<file path="src/hw/rtl/owtr_pkg.sv">
// ----------------------------------------------------------------------------
// owtr_pkg: shared types and constants for the one-wire temperature reader
// Timing register layout, result word layout and the command byte table.
// ----------------------------------------------------------------------------
package owtr_pkg;

  // Widths fixed by the register map and the result word.
  localparam int unsigned TickW   = 12;
  localparam int unsigned CfgIdxW = 3;
  localparam int unsigned TempW   = 16;

  // Register indexes of the configuration port.
  localparam logic [CfgIdxW-1:0] REG_RESET_LOW      = 3'd0;
  localparam logic [CfgIdxW-1:0] REG_PRESENCE_WAIT  = 3'd1;
  localparam logic [CfgIdxW-1:0] REG_RESET_RECOVERY = 3'd2;
  localparam logic [CfgIdxW-1:0] REG_SLOT_LOW       = 3'd3;
  localparam logic [CfgIdxW-1:0] REG_WRITE_HOLD     = 3'd4;
  localparam logic [CfgIdxW-1:0] REG_READ_SAMPLE    = 3'd5;
  localparam logic [CfgIdxW-1:0] REG_READ_RECOVERY  = 3'd6;

  // Reset values of the timing registers, in microsecond ticks.
  localparam logic [TickW-1:0] RESET_LOW_DEF      = 12'd700;
  localparam logic [TickW-1:0] PRESENCE_WAIT_DEF  = 12'd75;
  localparam logic [TickW-1:0] RESET_RECOVERY_DEF = 12'd400;
  localparam logic [TickW-1:0] SLOT_LOW_DEF       = 12'd5;
  localparam logic [TickW-1:0] WRITE_HOLD_DEF     = 12'd60;
  localparam logic [TickW-1:0] READ_SAMPLE_DEF    = 12'd10;
  localparam logic [TickW-1:0] READ_RECOVERY_DEF  = 12'd60;

  // Bus command bytes.
  localparam logic [7:0] CMD_SKIP_ROM   = 8'hcc;
  localparam logic [7:0] CMD_CONVERT    = 8'h44;
  localparam logic [7:0] CMD_READ_SCRATCH = 8'hbe;

  // Timing registers as seen by the sequencer.
  typedef struct packed {
    logic [TickW-1:0] reset_low;
    logic [TickW-1:0] presence_wait;
    logic [TickW-1:0] reset_recovery;
    logic [TickW-1:0] slot_low;
    logic [TickW-1:0] write_hold;
    logic [TickW-1:0] read_sample;
    logic [TickW-1:0] read_recovery;
  } owtr_cfg_t;

  // One result word.
  typedef struct packed {
    logic             drive_enable;
    logic             drive_level;
    logic             busy;
    logic             done;
    logic             no_presence;
    logic [TempW-1:0] temperature_raw;
  } owtr_res_t;

  // Command byte sent in each step of the sequence; other steps send nothing.
  function automatic logic [7:0] step_cmd(input logic [2:0] step);
    logic [7:0] cmd;
    case (step)
      3'd1, 3'd4: cmd = CMD_SKIP_ROM;
      3'd2:       cmd = CMD_CONVERT;
      3'd5:       cmd = CMD_READ_SCRATCH;
      default:    cmd = 8'h00;
    endcase
    return cmd;
  endfunction

endpackage

</file>
<file path="src/hw/rtl/owtr_seq.sv">
// ----------------------------------------------------------------------------
// owtr_seq: one-wire read sequencer
// Holds the sequence state and advances it by one word per enable. The
// result for the word is produced combinationally from the next state.
// ----------------------------------------------------------------------------
module owtr_seq
  import owtr_pkg::*;
(
  input  logic       clk,
  input  logic       rst_n,
  input  logic       step_en,
  input  logic       func,
  input  logic       line_level,
  input  owtr_cfg_t  cfg,
  output owtr_res_t  res
);

  localparam logic [3:0] PH_IDLE  = 4'd0;
  localparam logic [3:0] PH_RLOW  = 4'd1;
  localparam logic [3:0] PH_RWAIT = 4'd2;
  localparam logic [3:0] PH_RREC  = 4'd3;
  localparam logic [3:0] PH_WLOW  = 4'd4;
  localparam logic [3:0] PH_WHOLD = 4'd5;
  localparam logic [3:0] PH_DLOW  = 4'd6;
  localparam logic [3:0] PH_DWAIT = 4'd7;
  localparam logic [3:0] PH_DREC  = 4'd8;

  localparam logic [2:0] STEP_RESET1 = 3'd0;
  localparam logic [2:0] STEP_RESET2 = 3'd3;
  localparam logic [2:0] STEP_BYTE0  = 3'd6;
  localparam logic [2:0] STEP_BYTE1  = 3'd7;

  logic [3:0]       phase_r, phase_nxt;
  logic [TickW-1:0] tick_r, tick_nxt;
  logic [2:0]       bit_r, bit_nxt;
  logic [2:0]       step_r, step_nxt;
  logic [7:0]       shift_r, shift_nxt;
  logic [7:0]       low_r, low_nxt;
  logic [TempW-1:0] result_r, result_nxt;
  logic             err_r, err_nxt;

  logic [TickW-1:0] lim;
  logic [TickW-1:0] tick_inc;
  logic             expire;
  logic             do_enter;
  logic [2:0]       enter_s;
  logic             done;
  logic [7:0]       cmd;

  // Length of the current phase.
  always_comb begin
    unique case (phase_r)
      PH_RLOW:  lim = cfg.reset_low;
      PH_RWAIT: lim = cfg.presence_wait;
      PH_RREC:  lim = cfg.reset_recovery;
      PH_WLOW:  lim = cfg.slot_low;
      PH_WHOLD: lim = cfg.write_hold;
      PH_DLOW:  lim = cfg.slot_low;
      PH_DWAIT: lim = cfg.read_sample;
      PH_DREC:  lim = cfg.read_recovery;
      default:  lim = {{(TickW-1){1'b0}}, 1'b1};
    endcase
  end

  assign tick_inc = tick_r + {{(TickW-1){1'b0}}, 1'b1};
  assign expire   = (tick_inc >= lim) || (tick_inc == '0);

  // Next state for one word.
  always_comb begin
    phase_nxt  = phase_r;
    tick_nxt   = tick_r;
    bit_nxt    = bit_r;
    step_nxt   = step_r;
    shift_nxt  = shift_r;
    low_nxt    = low_r;
    result_nxt = result_r;
    err_nxt    = err_r;
    do_enter   = 1'b0;
    enter_s    = STEP_RESET1;
    done       = 1'b0;

    if (func) begin
      // A start is taken only when idle.
      if (phase_r == PH_IDLE) begin
        err_nxt  = 1'b0;
        do_enter = 1'b1;
        enter_s  = STEP_RESET1;
      end
    end else if (phase_r != PH_IDLE) begin
      tick_nxt = tick_inc;
      if (expire) begin
        tick_nxt = '0;
        unique case (phase_r)
          PH_RLOW: phase_nxt = PH_RWAIT;
          PH_RWAIT: begin
            if (line_level) begin
              // No presence pulse: abort with a zero result.
              err_nxt    = 1'b1;
              result_nxt = '0;
              phase_nxt  = PH_IDLE;
              step_nxt   = STEP_RESET1;
              bit_nxt    = '0;
              done       = 1'b1;
            end else begin
              phase_nxt = PH_RREC;
            end
          end
          PH_RREC: begin
            do_enter = 1'b1;
            enter_s  = step_r + 3'd1;
          end
          PH_WLOW: phase_nxt = PH_WHOLD;
          PH_DLOW: phase_nxt = PH_DWAIT;
          PH_DWAIT: begin
            shift_nxt = {line_level, shift_r[7:1]};
            phase_nxt = PH_DREC;
          end
          PH_WHOLD, PH_DREC: begin
            // End of a bit slot.
            if (bit_r != 3'd7) begin
              bit_nxt   = bit_r + 3'd1;
              phase_nxt = (phase_r == PH_DREC) ? PH_DLOW : PH_WLOW;
            end else if (step_r == STEP_BYTE1) begin
              result_nxt = {shift_r, low_r};
              phase_nxt  = PH_IDLE;
              step_nxt   = STEP_RESET1;
              bit_nxt    = '0;
              done       = 1'b1;
            end else begin
              if (step_r == STEP_BYTE0) begin
                low_nxt = shift_r;
              end
              do_enter = 1'b1;
              enter_s  = step_r + 3'd1;
            end
          end
          default: phase_nxt = PH_IDLE;
        endcase
      end
    end

    // Entry into a new step of the sequence.
    if (do_enter) begin
      step_nxt = enter_s;
      bit_nxt  = '0;
      tick_nxt = '0;
      if (enter_s == STEP_RESET1 || enter_s == STEP_RESET2) begin
        phase_nxt = PH_RLOW;
      end else if (enter_s == STEP_BYTE0 || enter_s == STEP_BYTE1) begin
        shift_nxt = '0;
        phase_nxt = PH_DLOW;
      end else begin
        phase_nxt = PH_WLOW;
      end
    end
  end

  // Line drive and result word from the next state.
  assign cmd = step_cmd(step_nxt);

  always_comb begin
    res.drive_enable = 1'b1;
    res.drive_level  = 1'b1;
    unique case (phase_nxt)
      PH_RLOW, PH_WLOW, PH_DLOW: res.drive_level = 1'b0;
      PH_WHOLD:                  res.drive_level = cmd[bit_nxt];
      PH_DWAIT, PH_DREC:         res.drive_enable = 1'b0;
      default:                   res.drive_level = 1'b1;
    endcase
    res.busy            = (phase_nxt != PH_IDLE);
    res.done            = done;
    res.no_presence     = done && err_nxt;
    res.temperature_raw = result_nxt;
  end

  // State registers.
  always_ff @(posedge clk) begin
    if (!rst_n) begin
      phase_r  <= PH_IDLE;
      tick_r   <= '0;
      bit_r    <= '0;
      step_r   <= '0;
      shift_r  <= '0;
      low_r    <= '0;
      result_r <= '0;
      err_r    <= 1'b0;
    end else if (step_en) begin
      phase_r  <= phase_nxt;
      tick_r   <= tick_nxt;
      bit_r    <= bit_nxt;
      step_r   <= step_nxt;
      shift_r  <= shift_nxt;
      low_r    <= low_nxt;
      result_r <= result_nxt;
      err_r    <= err_nxt;
    end
  end

  // The tick counter rests at zero whenever the sequencer is idle.
  a_idle_tick: assert property (@(posedge clk) disable iff (!rst_n)
    phase_r == PH_IDLE |-> tick_r == '0)
    else $error("tick counter not cleared while idle");

  // Reset phases only occur in the two reset steps, at bit zero.
  a_reset_step: assert property (@(posedge clk) disable iff (!rst_n)
    (phase_r == PH_RLOW || phase_r == PH_RWAIT || phase_r == PH_RREC) |->
      ((step_r == STEP_RESET1 || step_r == STEP_RESET2) && bit_r == '0))
    else $error("reset phase outside a reset step");

  // A finished sequence leaves the sequencer idle.
  a_done_idle: assert property (@(posedge clk) disable iff (!rst_n)
    step_en && res.done |=> phase_r == PH_IDLE)
    else $error("sequencer busy after done");

  // An abort reports a zero temperature.
  a_abort_zero: assert property (@(posedge clk) disable iff (!rst_n)
    res.no_presence |-> (res.done && res.temperature_raw == '0))
    else $error("abort without zero result");

endmodule

</file>
<file path="src/hw/rtl/one_wire_temp_sensor_reader_top.sv">
// ----------------------------------------------------------------------------
// one_wire_temp_sensor_reader_top: one-wire temperature read bus master
// Timing registers, input handshake and the registered result word.
// ----------------------------------------------------------------------------
// Usage:
//   Each input word is either a microsecond tick (in_func = 0) or a start
//   request (in_func = 1), with the sampled bus level on in_line_level.
//   Every accepted word yields exactly one result word with the bus drive
//   controls, busy/done flags, the presence error flag and the last
//   temperature scratchpad value.
//   A word accepted at one edge shows its result at the out_ port after
//   that edge. One word is taken every cycle while the receiver keeps up;
//   the rate is set by the single state update per word.
//   When out_ready is low the result register holds its word and in_ready
//   drops, so no word is lost; the state advances only on accepted words.
//   Reset returns the sequencer to idle, clears the stored temperature and
//   loads the default timing values. Timing registers are written through
//   cfg_wr_en / cfg_index / cfg_wdata, by the user only while idle; the
//   block does not check. An index outside the register list is ignored.
// ----------------------------------------------------------------------------
module one_wire_temp_sensor_reader_top
  import owtr_pkg::*;
(
  input  logic               clk,
  input  logic               rst_n,
  input  logic               cfg_wr_en,
  input  logic [CfgIdxW-1:0] cfg_index,
  input  logic [TickW-1:0]   cfg_wdata,
  input  logic               in_valid,
  output logic               in_ready,
  input  logic               in_func,
  input  logic               in_line_level,
  output logic               out_valid,
  input  logic               out_ready,
  output logic               out_drive_enable,
  output logic               out_drive_level,
  output logic               out_busy_res,
  output logic               out_done_res,
  output logic               out_no_presence,
  output logic [TempW-1:0]   out_temperature_raw
);

  owtr_cfg_t cfg_r;
  owtr_res_t res;
  owtr_res_t res_r;
  logic      out_valid_r;
  logic      in_accept;

  // A word is taken whenever the result register is free or being drained.
  assign in_ready  = !out_valid_r || out_ready;
  assign in_accept = in_valid && in_ready;

  // Timing registers.
  always_ff @(posedge clk) begin
    if (!rst_n) begin
      cfg_r.reset_low      <= RESET_LOW_DEF;
      cfg_r.presence_wait  <= PRESENCE_WAIT_DEF;
      cfg_r.reset_recovery <= RESET_RECOVERY_DEF;
      cfg_r.slot_low       <= SLOT_LOW_DEF;
      cfg_r.write_hold     <= WRITE_HOLD_DEF;
      cfg_r.read_sample    <= READ_SAMPLE_DEF;
      cfg_r.read_recovery  <= READ_RECOVERY_DEF;
    end else if (cfg_wr_en) begin
      unique case (cfg_index)
        REG_RESET_LOW:      cfg_r.reset_low      <= cfg_wdata;
        REG_PRESENCE_WAIT:  cfg_r.presence_wait  <= cfg_wdata;
        REG_RESET_RECOVERY: cfg_r.reset_recovery <= cfg_wdata;
        REG_SLOT_LOW:       cfg_r.slot_low       <= cfg_wdata;
        REG_WRITE_HOLD:     cfg_r.write_hold     <= cfg_wdata;
        REG_READ_SAMPLE:    cfg_r.read_sample    <= cfg_wdata;
        REG_READ_RECOVERY:  cfg_r.read_recovery  <= cfg_wdata;
        default:            cfg_r                <= cfg_r;
      endcase
    end
  end

  // Sequencer.
  owtr_seq u_seq (
    .clk        (clk),
    .rst_n      (rst_n),
    .step_en    (in_accept),
    .func       (in_func),
    .line_level (in_line_level),
    .cfg        (cfg_r),
    .res        (res)
  );

  // Result register: valid flag.
  always_ff @(posedge clk) begin
    if (!rst_n) begin
      out_valid_r <= 1'b0;
    end else if (in_accept) begin
      out_valid_r <= 1'b1;
    end else if (out_ready) begin
      out_valid_r <= 1'b0;
    end
  end

  // Result register: payload.
  always_ff @(posedge clk) begin
    if (in_accept) begin
      res_r <= res;
    end
  end

  assign out_valid           = out_valid_r;
  assign out_drive_enable    = res_r.drive_enable;
  assign out_drive_level     = res_r.drive_level;
  assign out_busy_res        = res_r.busy;
  assign out_done_res        = res_r.done;
  assign out_no_presence     = res_r.no_presence;
  assign out_temperature_raw = res_r.temperature_raw;

endmodule
</file>
<file path="config.mk">
export PLATFORM = sky130hd
export DESIGN_NAME = one_wire_temp_sensor_reader_top
export DESIGN_NICKNAME = d
export VERILOG_FILES = /design/src/hw/rtl/owtr_pkg.sv /design/src/hw/rtl/owtr_seq.sv /design/src/hw/rtl/one_wire_temp_sensor_reader_top.sv
export SDC_FILE = /design/constraint.sdc
export NUM_CORES = 1
export LEC_CHECK = 0
export BUFFER_PORTS_ARGS = -buffer_cell sky130_fd_sc_hd__clkbuf_2
export CAP_MARGIN = 10
export CORE_UTILIZATION = 25
export CTS_BUF_LIST = sky130_fd_sc_hd__clkbuf_8
export DETAILED_ROUTE_END_ITERATION = 7
export GPL_ROUTABILITY_DRIVEN = 0
export PLACE_DENSITY = 0.39
export SYNTH_ARGS = -nofsm -noshare
export SYNTH_HDL_FRONTEND = slang
export SYNTH_HIERARCHICAL = 1
export SYNTH_SLANG_ARGS = --single-unit
export TNS_END_PERCENT = 30
</file>
<file path="constraint.sdc">
create_clock -name clk -period 3.7 [get_ports clk]
set_clock_uncertainty 0.1 [all_clocks]
set_input_delay 0.37 -clock clk [delete_from_list [all_inputs] [get_ports clk]]
set_output_delay 0.37 -clock clk [all_outputs]
set_load 0.03 [all_outputs]
</file>
Yosys cells after proc, flatten, opt, wreduce, memory -nomap -nowiden
Cells that the tools add are included.

storage, ports and cells
  logic and storage cells = 169
  flip-flop bits (word level) = 161
  output and inout port bits = 23

cells by class
  add/subtract/negate cells = 3
  muxes and demuxes = 79
  equality and inequality tests = 31
  reductions and logical operators = 29
  order comparisons = 2
  bitwise logic cells = 3

operators by type and width
  cell                   number
  $mux 16                6
  $pmux 12 s7            1
  $mux 3                 19
  $mux 8                 7
  $mux 12                4
  $eq 4x3->1 const B     8
  $pmux 16 s2            1
  $mux 4                 7
  $pmux 4 s7             1
  $eq 3x3->1 const B     9
  $pmux 8 s3             1
  $mux 1                 22
  $pmux 3 s2             3
  $reduce_and 2->1       7
  $add 12x1->12 const B  1
  $eq 3x2->1 const B     4
  $ge 12x12->1           1
  $logic_not 12->1       1
  $eq 4x1->1 const B     2
  $eq 4x2->1 const B     2
  $eq 4x4->1 const B     2
  $reduce_and 8->1       1
  $reduce_bool 4->1      2
  $reduce_or 2->1        4
  other kinds (17)       31

Depth between registers and ports, before layout
  depth after elaboration = 16
  gate-level depth with buffers = 20
  mapped depth without buffers = 17

Modules after synthesis
Netlist, hierarchy kept.

by module, submodules not included
  module                           times used  cells an instance  area an instance (sq um)
  one_wire_temp_sensor_reader_top  1           327                3847.4
  owtr_seq                         1           476                3773.6

Least setup slack after synthesis
Ideal clock, no wire load.

  path type = register to register
  from = register u_seq.phase_r[3]
  to = register res_r (netlist bit out_drive_level) (data pin)
  arrival time = 3.639 ns
  data required time = 3.321 ns
  setup slack = -0.318 ns
  buffers on the path = 2
  library setup time = 0.279 ns
  stages on the path, launching flop included = 18
  cells stage by stage = dfxtp_1 -> nor4b_1 -> clkbuf_1 -> a222oi_1 -> nand2_1 -> a21oi_1 -> ha_1 -> nand2_1 -> o21ai_0 -> a41oi_1 -> o21ai_1 -> o21ai_2 -> or2_0 -> buf_2 -> a31o_1 -> o211a_1 -> o211ai_1 -> a41oi_2

RTL lines
  element                 line                                    source
  from (decl)             owtr_seq.sv:33                          logic [3:0] phase_r, phase_nxt;
  from (signal assigned)  owtr_seq.sv:188                         phase_r <= phase_nxt;
  to (signal assigned)    one_wire_temp_sensor_reader_top.sv:102  res_r <= res;
  to (decl)               one_wire_temp_sensor_reader_top.sv:45   owtr_res_t res_r;

==> metrics.md <==
| Metric | Value |
|---|---|
| Syn Nets | between 800 and 900 |
| Slowest stage delay, CP | 0.53 ns |
| Initial antenna violation count | 0 |
| Leakage | 4.054 nW |
| Placed Instances | approximately 1300 |
| DRT Pass-1 Iters | 8 |
| Grt total ovfl | 0 |
| Critical path startpoint category | register |
| Final Total Pwr | about 3.8 mW |
| CTS Buf Count | 17 |
| Pwr Density | 389.0 nW/um^2 |
| Count of cell types in the netlist | 72 |
| Clk_lat worst skew | 0.46 ns |
| Vias/cell | between 4 and 5 |
| RSZ-0062 raised after global routing | yes |
| Max Slew Vio Count | 0 |
| Antenna Cells | 0 |
| Final Cell Area | 9672 sq um |
| Hold slack | 0.05020 ns |
| WL final | 21.77 mm |
| Period utilisation layout | 105.1% |
| Status | finished with violations |
| Critical-path cell list | nor2b_4 -> and3b_2 -> buf_4 -> a222oi_1 -> nand2_1 -> a21oi_2 -> ha_1 -> nand2_1 -> o21ai_2 -> a41oi_2 -> o21ai_4 -> o21ai_4 -> or4b_4 -> a21oi_2 -> a311oi_1 -> o211ai_1 -> a41oi_2 |
| EDFF count, synth | 21 |
| Worst setup EP type | register |
| Synthesized flop and latch total | 161 |
| Hpwl dp | roughly 14 mm |
| Ys async rst share | 0% |
| Layout cells sized above 1 | 26.08% |
| Longest Clk Path Bufs | 2 |
| DP Area | 8884 sq um |
| Ys Warns | 6 |
| Critical path data arrival time | 3.98 ns |
| Ports | 45 |
| Failing checks | design-rule violations, negative setup slack |
| Area of the mapped netlist | about 7600 sq um |
| Row cnt | 63 |
| Register area share after synthesis | 45.05% |
| Fin. Hold Viols | 0 |
| Pin count of the biggest net entering global routing | 114 |
| All-layer global routing usage | 14.41% |
| Final setup violation count | 26 |
| CORE AREA | around 30000 sq um |
| Via count | 6206 |
| Clock-pin slew on the worst setup and hold paths | about 0.08 ns |
| Mapped Cells | 803 |
| Hold WC Path Type | input port to register |
| Least-Margin Pin Slew | about 0.96 ns |
| Synth Flop Type | dfxtp_1 |
| Die W | between 150 and 200 um |
| # Max-Cap Violations | 0 |
| First-pass GRT wire length | ~35 mm |
| Antenna viol nets, final | 0 |
| Avg WL per Cell | 16.51 um |
| Post-CTS Hold Buffers | 0 |
| WP data required | 3.79 ns |
| Critical path class | register to register |
| Achievable clock frequency | between 0.2 and 0.3 GHz |
| Area delta synth->final | 26.91% |
| Worst slew margin | 36.19% |
| Layout Cells excl Fill | roughly 1300 |
| Vias in the first global route | 6067 |
| Setup TNS | -1.311 ns |
| Port bufs | 44 |
| Total die area | 31190 sq um |
| Nets | 956 |
| Initial core utilization | 25.58% |
| CTS root buf | clkbuf_8 |
| Post-route setup slack | -0.1886 ns |
| CTS tree | yes |
| Residual DRC | 2 |
| Avg Cell Area, Syn | 9.491 sq um |
| CTS Sinks | between 150 and 200 |
| Die height | 176.6 um |
| Initial DRC Count | between 500 and 600 |
| H-tree depth | 4 |
| Max IR drop VDD | about 0.18 mV |
| Min cycle time layout | 3.889 ns |
| Slowest CP cell | or4b_4 |
| Crit path max fanout | 5 |
-- stage by stage --
stage               util (%)  worst slack [ns]
floorplan                  -          0.007342
detailed placement     29.81           -0.3860
global placement       29.81           -0.2745
global route           32.46           -0.4049
CTS                    31.99           -0.2219
finish                 32.46           -0.1886
-- worst max-delay path: cells and delay by family, from the launching register on --
| kind | cells | cell delay, ns |
|---|---|---|
| compound gates | 10 | 1.82 |
| simple gates | 5 | 1.07 |
| flops | 1 | 0.33 |
| buf+inv | 1 | 0.16 |
| fa+ha+maj | 1 | 0.14 |
-- per-layer routing --
| layer | routed length, um | GRT usage (%) |
|---|---|---|
| met1 | 10930 | 19.98 |
| met2 | 9963 | 22.60 |
| met3 | 597 | 2.562 |
| met4 | 274 | 4.418 |
| met5 | 0 | 0 |
-- cell families (layout without fill, tap and decap cells) --
logic type	Yosys count	count (layout)	share of synthesized area, %
buffers and inverters	68	191	3.825
AOI/OAI and AO/OA	157	158	15.42
adders and majority gates	19	19	3.119
xor gates and xnor gates	12	12	1.379
and+or+nand+nor	289	290	18.45
muxes	97	97	12.76
DFF	161	161	45.05
-- synth_stat cells, drive strengths merged (4+ instances only) --
library cell | number | share of area, %
xnor2 | 8 | 0.92
inv | 12 | 0.59
buf | 17 | 1.3
edfxtp | 21 | 8.3
and2 | 4 | 0.33
nand4 | 5 | 0.49
a21oi | 37 | 2.5
dfxtp | 140 | 37
a222oi | 22 | 2.9
a211oi | 5 | 0.49
o21ai | 16 | 1.1
nor4 | 4 | 0.33
xor2 | 4 | 0.46
a22oi | 21 | 2.1
ha | 19 | 3.1
nor3b | 4 | 0.39
nand3 | 12 | 0.79
o21a | 4 | 0.39
a22o | 16 | 1.8
nor2b | 52 | 4.3
clkbuf | 39 | 1.9
nand2 | 144 | 7.1
nor3 | 7 | 0.53
nor2 | 34 | 1.7
mux2i | 96 | 13
o22ai | 4 | 0.33
-- sequential cells by signal (all words and copies together) (netlist names) --
signal and cells:
out_drive_level 1, out_temperature_raw 16, out_valid 1, u_seq/step_r 3, u_seq/low_r 8, u_seq/result_r 16
out_done_res 1, u_seq/err_r 1, u_seq/bit_r 3, cfg_r 84, u_seq/phase_r 4, out_no_presence 1
u_seq/shift_r 8, out_drive_enable 1, u_seq/tick_r 12, out_busy_res 1
-- power by group --
part / switching (mW) / internal (mW) / leakage [nW] / total, mW
Sequential: 0.0239 / 1.81 / 1.34 / 1.83
Clock: 0.686 / 0.706 / 0.221 / 1.39
Combinational: 0.311 / 0.228 / 2.49 / 0.539
-- layout by cell type (no fill, tap or decap), drive strengths merged, types with 21 or more instances in the layout --
| cell type | netlist | final |
|---|---|---|
| edfxtp | 21 | 21 |
| buf | 17 | 104 |
| nor2 | 34 | 34 |
| a21oi | 37 | 37 |
| a22oi | 21 | 21 |
| a222oi | 22 | 22 |
| clkbuf | 39 | 62 |
| nor2b | 52 | 52 |
| dfxtp | 140 | 140 |
| mux2i | 96 | 96 |
| nand2 | 144 | 144 |
-- worst paths after layout --
check	start	endpoint	slack [ns]	cells past startpoint
min	in_valid	out_valid	0.05	3
max reg2reg	u_seq/phase_r[0]	out_drive_level	-0.19	17
max	u_seq/phase_r[0]	out_drive_level	-0.19	17
min reg2reg	cfg_r[59]	cfg_r[59]	0.36	2
-- area by class of cell --
type,count,area (sq um)
timing repair buffer,147,1092
fill,3098,20120
sequential,161,3446
clock buffer,19,261.5
multi-input combinational,576,4180
tap,390,488.0
clock inverter,13,158.9
inverter,12,45.04
-- repair_timing --
action	4_1_cts	5_1_grt
pin swaps	24	26
setup buffers	11	5
endpoints found under the setup margin	48	65
resized for setup	39	30
gates cloned	2	0
(Power assumes the default switching activity.)
